`config.mk`:
```
export PLATFORM = sky130hd
export DESIGN_NAME = sync_word_frame_receiver_checksum_top
export DESIGN_NICKNAME = d
export VERILOG_FILES = /design/src/rtl/swfr_pkg.sv /design/src/rtl/sync_word_frame_receiver_checksum_top.sv
export SDC_FILE = /design/constraint.sdc
export NUM_CORES = 1
export LEC_CHECK = 0
export CORE_UTILIZATION = 35
export DETAILED_ROUTE_END_ITERATION = 12
export DONT_BUFFER_PORTS = 1
export PLACE_DENSITY_LB_ADDON = 0.05
export RECOVER_POWER = 100
export SLEW_MARGIN = 30
export SYNTH_ARGS = -nofsm -noshare
export SYNTH_HDL_FRONTEND = slang
export SYNTH_SLANG_ARGS = --single-unit
```
`constraint.sdc`:
```
create_clock -name clock -period 9.3 [get_ports clock]
set_input_delay 1.395 -clock clock [delete_from_list [all_inputs] [get_ports clock]]
set_output_delay 1.395 -clock clock [all_outputs]
set_load 0.01 [all_outputs]
```
`src/rtl/swfr_pkg.sv`:
```
// Shared constants for the sync-word frame receiver with checksum.
`default_nettype none

package swfr_pkg;

   // Default total frame length in bytes, sync word included.
   localparam int unsigned FRAME_LEN_DEF = 128;

   // Number of bytes in the sync word.
   localparam int unsigned SYNC_LEN = 4;

   // Sync word bytes, first byte at index 0.
   localparam logic [SYNC_LEN-1:0][7:0] SYNC_WORD = {8'h78, 8'h56, 8'h34, 8'h12};

   // Sync position codes: hunting for the first byte, at the last sync byte, and inside the frame body.
   localparam logic [2:0] SYNC_POS_HUNT = 3'd0;
   localparam logic [2:0] SYNC_POS_LAST = 3'd3;
   localparam logic [2:0] SYNC_POS_BODY = 3'd4;

endpackage : swfr_pkg

`default_nettype wire

```
`src/rtl/sync_word_frame_receiver_checksum_top.sv`:
```
// An item accepted into the input register moves on to the result register and the
// rsp_ ports, unless rsp_stall holds the result register.
// Throughput: one item per cycle unless stalled; one input and one result register,
// with the whole per-byte update (two 8-bit adds and compares) between them.
// Reset (synchronous, active high) empties both registers, returns to hunting for
// the first sync byte, and clears the byte counter, both sums and the check flag.
`default_nettype none

module sync_word_frame_receiver_checksum_top #(
   parameter int unsigned FRAME_LEN = swfr_pkg::FRAME_LEN_DEF
) (
   input  wire logic       clock,
   input  wire logic       reset,
   input  wire logic       req_valid,
   output logic            req_stall,
   input  wire logic [7:0] req_rx_byte,
   output logic            rsp_valid,
   input  wire logic       rsp_stall,
   output logic [7:0]      rsp_data_byte,
   output logic [7:0]      rsp_byte_index,
   output logic            rsp_in_frame,
   output logic            rsp_frame_end,
   output logic            rsp_frame_good
);

   // Body index of the first check byte, held one bit wider than the byte counter.
   localparam logic [8:0] CHK1_IDX = 9'(FRAME_LEN - 2);
   localparam logic [7:0] SYNC_BODY_CNT = 8'(swfr_pkg::SYNC_LEN);

   logic       in_valid_ff;
   logic [7:0] in_byte_ff;
   logic [2:0] sync_pos_ff, sync_pos_in;
   logic [7:0] byte_cnt_ff, byte_cnt_in;
   logic [7:0] run_sum_ff, run_sum_in;
   logic [7:0] sos_ff, sos_in;
   logic       first_ok_ff, first_ok_in;

   logic       rsp_valid_ff;
   logic [7:0] rsp_data_ff, rsp_data_in;
   logic [7:0] rsp_index_ff, rsp_index_in;
   logic       rsp_in_frame_ff, rsp_in_frame_in;
   logic       rsp_end_ff, rsp_end_in;
   logic       rsp_good_ff, rsp_good_in;

   logic       out_free;
   logic       in_free;
   logic       step;

   // Pipeline flow: the result register frees when empty or taken.
   assign out_free  = !rsp_valid_ff || !rsp_stall;
   assign in_free   = !in_valid_ff || out_free;
   assign step      = in_valid_ff && out_free;
   assign req_stall = !in_free;

   // Per-byte update of the sync hunt, frame counter and checksums.
   always_comb begin
      logic [2:0] pos;
      logic [7:0] base_rs;
      logic [7:0] base_ss;
      logic [7:0] acc_rs;
      logic [8:0] idx_wide;

      pos         = (sync_pos_ff > swfr_pkg::SYNC_POS_BODY) ? swfr_pkg::SYNC_POS_HUNT
                                                            : sync_pos_ff;
      sync_pos_in = pos;
      byte_cnt_in = byte_cnt_ff;
      run_sum_in  = run_sum_ff;
      sos_in      = sos_ff;
      first_ok_in = first_ok_ff;
      base_rs     = run_sum_ff;
      base_ss     = sos_ff;
      idx_wide    = {1'b0, byte_cnt_ff};

      rsp_data_in     = in_byte_ff;
      rsp_index_in    = byte_cnt_ff;
      rsp_in_frame_in = 1'b0;
      rsp_end_in      = 1'b0;
      rsp_good_in     = 1'b0;

      if (pos != swfr_pkg::SYNC_POS_BODY) begin
         // Hunting: a fresh hunt starts from cleared sums.
         rsp_index_in = {5'd0, pos};
         if (pos == swfr_pkg::SYNC_POS_HUNT) begin
            base_rs     = 8'd0;
            base_ss     = 8'd0;
            first_ok_in = 1'b0;
         end
         acc_rs = base_rs + in_byte_ff;
         if (in_byte_ff == swfr_pkg::SYNC_WORD[pos[1:0]]) begin
            run_sum_in  = acc_rs;
            sos_in      = base_ss + acc_rs;
            sync_pos_in = pos + 3'd1;
            if (pos == swfr_pkg::SYNC_POS_LAST) begin
               byte_cnt_in = SYNC_BODY_CNT;
            end
         end else begin
            sync_pos_in = swfr_pkg::SYNC_POS_HUNT;
            run_sum_in  = 8'd0;
            sos_in      = 8'd0;
            first_ok_in = 1'b0;
         end
      end else begin
         // Frame body: accumulate, then check the two trailing bytes.
         acc_rs          = run_sum_ff + in_byte_ff;
         rsp_in_frame_in = 1'b1;
         if (idx_wide < CHK1_IDX) begin
            run_sum_in = acc_rs;
            sos_in     = sos_ff + acc_rs;
         end else if (idx_wide == CHK1_IDX) begin
            first_ok_in = (in_byte_ff == run_sum_ff);
         end else begin
            rsp_end_in  = 1'b1;
            rsp_good_in = first_ok_ff && (in_byte_ff == sos_ff);
            sync_pos_in = swfr_pkg::SYNC_POS_HUNT;
            run_sum_in  = 8'd0;
            sos_in      = 8'd0;
            first_ok_in = 1'b0;
         end
         byte_cnt_in = byte_cnt_ff + 8'd1;
      end
   end

   // Input register.
   always_ff @(posedge clock) begin
      if (reset) begin
         in_valid_ff <= 1'b0;
      end else if (in_free) begin
         in_valid_ff <= req_valid;
      end
      if (in_free && req_valid) begin
         in_byte_ff <= req_rx_byte;
      end
   end

   // Receiver state, advanced once per processed item.
   always_ff @(posedge clock) begin
      if (reset) begin
         sync_pos_ff <= swfr_pkg::SYNC_POS_HUNT;
         byte_cnt_ff <= 8'd0;
         run_sum_ff  <= 8'd0;
         sos_ff      <= 8'd0;
         first_ok_ff <= 1'b0;
      end else if (step) begin
         sync_pos_ff <= sync_pos_in;
         byte_cnt_ff <= byte_cnt_in;
         run_sum_ff  <= run_sum_in;
         sos_ff      <= sos_in;
         first_ok_ff <= first_ok_in;
      end
   end

   // Result register.
   always_ff @(posedge clock) begin
      if (reset) begin
         rsp_valid_ff <= 1'b0;
      end else if (out_free) begin
         rsp_valid_ff <= in_valid_ff;
      end
      if (step) begin
         rsp_data_ff     <= rsp_data_in;
         rsp_index_ff    <= rsp_index_in;
         rsp_in_frame_ff <= rsp_in_frame_in;
         rsp_end_ff      <= rsp_end_in;
         rsp_good_ff     <= rsp_good_in;
      end
   end

   assign rsp_valid      = rsp_valid_ff;
   assign rsp_data_byte  = rsp_data_ff;
   assign rsp_byte_index = rsp_index_ff;
   assign rsp_in_frame   = rsp_in_frame_ff;
   assign rsp_frame_end  = rsp_end_ff;
   assign rsp_frame_good = rsp_good_ff;

endmodule : sync_word_frame_receiver_checksum_top

`default_nettype wire

```
==> Word level (Yosys, flattened, before mapping) <==
Cells that the tools add are included.
Widths: inputs -> output; s select.
{ "op_classes": {"muxes": 29, "eq_ne": 11, "add_sub_neg": 6, "n_lt_le_gt_ge": 3, "n_reduce_logical": 15} }
{ "op_table": {"columns": ["cell", "count"], "rows": [
  ["$mux 8", 15],
  ["$add 8x8->8", 4],
  ["$eq 8x8->1", 3],
  ["$mux 3", 6],
  ["$bmux 8 s2", 1],
  ["$ne 3x3->1 const B", 3],
  ["$add 8x1->8 const B", 1],
  ["$eq 8x7->1 const B", 1],
  ["$lt 8x7->1 const B", 1],
  ["$mux 1", 7],
  ["$reduce_and 3->1", 2],
  ["$logic_not 1->1", 4],
  ["$ne 2x1->1 const B", 2],
  ["$add 3x1->3 const B", 1],
  ["$eq 3x2->1 const B", 1],
  ["$gt 3x3->1 const B", 1],
  ["$logic_and 1x1->1", 3],
  ["$logic_not 3->1", 1],
  ["$lt 2x3->1 const B", 1],
  ["$reduce_or 3->1", 1],
  ["$logic_or 1x1->1", 2],
  ["$ne 2x2->1 const B", 1],
  ["$reduce_and 2->1", 1],
  ["$reduce_or 2->1", 1]
]} }
{ "totals": {"out_inout_bits": 21, "inputBits": 12, "ff_bits": 57, "elab_cells": 78} }

==> Logic depth before layout (Yosys ltp) <==
{ "depth": {"depth_word": 9, "depth_mapped": 19, "ltp_nobuf": 18} }

==> Worst setup path after synthesis <==
No wires, ideal clock.
{ "synth_path": {"kind": "register to register", "from": "register sync_pos_ff[2]", "to": "register sos_ff[7]", "path_slack_ps": 5538, "t_required_ps": 9226, "stages_incl_launch_ff": 18, "path_buffers": 1, "arrival_time_ps": 3688, "path_cell_list": "dfxtp_1 -> nand2b_1 -> ha_1 -> nand2_4 -> clkbuf_1 -> and2_1 -> ha_1 -> fa_1 -> a21o_1 -> a21oi_1 -> o21bai_1 -> a21oi_1 -> xnor2_1 -> ha_1 -> o41ai_1 -> xnor2_1 -> or4_1 -> a31oi_1"} }
{ "synth_between": {"elab_chain_len": 9} }
{ "synth_lines": {"columns": ["item", "line_no", "rtl"], "rows": [
  ["start: declaration", "sync_word_frame_receiver_checksum_top.sv:32", "logic [2:0] sync_pos_ff, sync_pos_in;"],
  ["start signal: assignment", "sync_word_frame_receiver_checksum_top.sv:138", "sync_pos_ff <= swfr_pkg::SYNC_POS_HUNT;"],
  ["start signal: assignment", "sync_word_frame_receiver_checksum_top.sv:144", "sync_pos_ff <= sync_pos_in;"],
  ["$gt 3x3->1", "sync_word_frame_receiver_checksum_top.sv:63", "pos = (sync_pos_ff > swfr_pkg::SYNC_POS_BODY) ? swfr_pkg::SYNC_POS_HUNT"],
  ["$mux 3 (*)", "sync_word_frame_receiver_checksum_top.sv:63", null],
  ["$logic_not 3->1", "sync_word_frame_receiver_checksum_top.sv:83", "if (pos == swfr_pkg::SYNC_POS_HUNT) begin"],
  ["$mux 8", "sync_word_frame_receiver_checksum_top.sv:83", null],
  ["$mux 8", "sync_word_frame_receiver_checksum_top.sv:80", "if (pos != swfr_pkg::SYNC_POS_BODY) begin"],
  ["$add 8x8->8", "sync_word_frame_receiver_checksum_top.sv:88", "acc_rs = base_rs + in_byte_ff;"],
  ["$add 8x8->8", "sync_word_frame_receiver_checksum_top.sv:91", "sos_in = base_ss + acc_rs;"],
  ["$mux 8", "sync_word_frame_receiver_checksum_top.sv:89", "if (in_byte_ff == swfr_pkg::SYNC_WORD[pos[1:0]]) begin"],
  ["$mux 8", "sync_word_frame_receiver_checksum_top.sv:80", null],
  ["end signal: assignment", "sync_word_frame_receiver_checksum_top.sv:147", "sos_ff <= sos_in;"],
  ["end: declaration", "sync_word_frame_receiver_checksum_top.sv:35", "logic [7:0] sos_ff, sos_in;"]
]} }
Every way passes the cells marked *; elsewhere a longest branch is shown, timed or not. The select of a mux whose other input is x is not followed.
A chain may end at the register's enable or synchronous reset.

==> Worst setup path in the final report <==
Same ends and word-level chain as after synthesis.

==> results.py <==
metrics = {
    "detailed_routing": {
        "drtIter0Drc": 137,
        "dr.pass1.iters": 5,
        "vias_per_cell": 5.26,
        "totalWireLength_microns": 8880,
        "drc": 0,
        "vias": 2743,
        "antenna_left": 0,
        "wl_per_cell_microns": 17.0,
    },
    "critical_path": {
        "path_delay_family": "compound AO/OA/AOI/OAI gates",
        "crit_slowest_cell": "o41ai_1",
        "worst_setup_path_start_kind": "register",
        "critPathBufInv": 0,
        "cp.required_ns": 9.58,
        "crit_type": "register to register",
        "crit_arrival_ns": 4.70,
        "cp_slowest_stage_delay_ns": 0.51,
        "worstSetupEndpointType": "register",
        "cp_common_cell": "ha_1",
        "crit_fanout": 16,
        "cp_cell_sequence": "nand2b_1 > ha_1 > nand2_1 > and2_0 > ha_1 > fa_1 > a21o_1 > a21oi_1 > o21bai_1 > a21oi_1 > xnor2_1 > ha_1 > o41ai_1 > xnor2_1 > or4_1 > a31oi_1",
    },
    "die": {
        "start_util_pct": 36.8,
        "num_rows": 36,
        "die_w_microns": 104,
        "ios": 33,
        "fp.coreArea_sq_mm": 0.00995,
        "die_h_microns": 104,
        "die-area_sq_mm": 0.0109,
    },
    "logic_synthesis": {
        "yosys_warnings": 0,
        "synth_nets": 432,
        "synthCells": 384,
        "synth_area_leaders": "edfxtp_1, dfxtp_1, ha_1, xnor2_1, xor2_1",
        "synth_top_area_cell": "edfxtp_1",
        "ys_seq_elements": 57,
        "synth_ff_type": "dfxtp_1",
        "syn_avg_cell_area_sq_um": 9.53,
        "async_flop_share_pct": 0,
        "ys_types": 45,
        "synth_edf_count": 27,
        "yosysSeqAreaShare_pct": 38.6,
        "syn_area_sq_mm": 0.00366,
        "synth_top_area_share_pct": 22.1,
    },
    "cts": {
        "cts.sink_count": 57,
        "cts_inserted_buffers": 9,
        "clock_latency_ns": 0.35,
        "cts_tree": "built",
        "hold_buffers": 0,
        "clk_pin_slew_ns": 0.07,
        "clockBufferDepth": 2,
        "cts-resized-gates": 0,
        "cts_root_buf": "clkbuf_8",
        "htreeDepth": 3,
        "post_cts_buffers": 0,
    },
    "timing": {
        "setup_viol": 0,
        "hold-worst-slack_ns": 0.511,
        "clock-skew-final_ns": 0.00788,
        "fin_setup_tns_ns": 0,
        "min_period_ns": 4.42,
        "grt_setup_unrepaired": "false",
        "period_share_pct": 47.5,
        "worst_slack_ns": 4.88,
        "slew_violations": 32,
        "timing.fmax_mhz": 226,
        "tightest_slew_ns": 1.51,
        "max_slew_margin_pct": -0.765,
        "hold_viol_final": 0,
    },
    "power_and_ir_drop": {
        "p_leak_nw": 1.59,
        "vdd_ir_drop_max_v": 0.0000594,
        "powerDensity_mw_per_mm2": 151,
    },
    "finish": {
        "drive_gt1_share_pct": 4.64,
        "final_common_cell": "nor2_1",
        "antenna_cells": 0,
        "fin_area_sq_mm": 0.00396,
        "layout_common_cells": "nor2_1, ha_1, dfxtp_1",
        "utilization_pct": 39.8,
        "fin_nets": 431,
        "synthToLayoutAreaGrowth_pct": 8.10,
        "fillCellCount": 994,
    },
    "grt": {
        "globalRouteTotalUtil_pct": 17.8,
        "grt_max_degree": 33,
        "first_global_vias": 2716,
        "grt_pass1_wl_microns": 14800,
        "gr-total-overflow": 0,
        "antenna_found_initial": 0,
    },
    "status": {
        "status": "finished with violations",
        "failed_checks": "max-capacitance violations, max-slew violations",
    },
    "flow_run": {
        "cap_violations": 1,
    },
    "placement": {
        "gp_congestion": 0.765,
        "io_buffers": 0,
        "place_area_sq_mm": 0.00378,
        "dp_hpwl_microns": 6410,
        "place_ws_ns": 5.11,
    },
    "hold_path": {
        "hp-class": "register to register",
    },
}
[metal layers]
layer	global-route usage [%]	up-vias	wire (microns)
li1	-	1396	-
met1	25.3	1283	4600
met2	25.9	53	3780
met3	4.45	11	356
met4	6.12	0	146
met5	0	-	0
[per-stage QoR]
stage	instances	power, mW
2_1_floorplan	384	0.352
3_3_place_gp	505	0.372
3_5_place_dp	505	0.372
4_1_cts	521	0.605
5_1_grt	521	0.626
6_report	521	0.596
[worst reg2reg max path, stage by stage, from the launching register on]
cell and delay (ns):
dfxtp_1 0.40, nand2b_1 0.20, ha_1 0.25, nand2_1 0.34, and2_0 0.30, ha_1 0.21, fa_1 0.42, a21o_1 0.18
a21oi_1 0.22, o21bai_1 0.09, a21oi_1 0.18, xnor2_1 0.11, ha_1 0.22, o41ai_1 0.51, xnor2_1 0.15, or4_1 0.42
a31oi_1 0.17
[kinds of logic after synthesis]
family / synth area share (%)
muxes: 0.273
adders and majority gates: 13.1
buffers and inverters: 3.62
and+or+nand+nor: 15.9
DFF: 38.6
AOI/OAI and AO/OA: 18.5
xor gates and xnor gates: 10.0
[sequential cells by signal, indices dropped and copies added, names as in the netlist, 3 cells and up]
name and cells:
byte_cnt_ff 8, in_byte_ff 8, rsp_byte_index 8, rsp_data_byte 8, run_sum_ff 8, sos_ff 8
sync_pos_ff 3
[layout make-up]
| class | count | area [sq um] | share of cell area (%) |
|---|---|---|---|
| clock buffers | 10 | 128 | 3.22 |
| multi-input cells | 294 | 2110 | 53.4 |
| repair buffers | 2 | 11.3 | 0.285 |
| well taps | 133 | 166 | 4.20 |
| clock inverters | 6 | 57.6 | 1.45 |
| flip-flops and latches | 57 | 1410 | 35.7 |
| inverters | 19 | 71.3 | 1.80 |
[power breakdown]
| part | internal, mW | switching [mW] | leakage (nW) |
|---|---|---|---|
| clock network | 0.122 | 0.107 | 0.0979 |
| registers | 0.274 | 0.0138 | 0.500 |
| logic | 0.0335 | 0.0453 | 0.989 |
| total | 0.430 | 0.166 | 1.59 |
[synthesized netlist by cell type (6+ instances only)]
cell      instances
xor2_1           21
nand3_1           9
nand2_1          15
clkbuf_1         12
o21ai_0          11
ha_1             32
a211oi_1         17
inv_1            19
nor2_1           41
and2_1           19
o21bai_1          6
dfxtp_1          30
a21o_1           10
a22oi_1          12
xnor2_1          21
edfxtp_1         27
a21oi_1          19
[path summary, 6_finish.rpt]
path                                                  start                     end  slack (ns)  depth (start not counted)
worst min-delay path               in_valid_ff$_SDFFE_PP0N_  rsp_valid$_SDFFE_PP0P_        0.51                          2
worst max register to register  sync_pos_ff[2]$_SDFFE_PP0P_  sos_ff[7]$_SDFFE_PP0P_        4.88                         16
worst max-delay path            sync_pos_ff[2]$_SDFFE_PP0P_  sos_ff[7]$_SDFFE_PP0P_        4.88                         16
worst min register to register     in_valid_ff$_SDFFE_PP0N_  rsp_valid$_SDFFE_PP0P_        0.51                          2
Note: power is estimated with default switching activity, not from simulation.
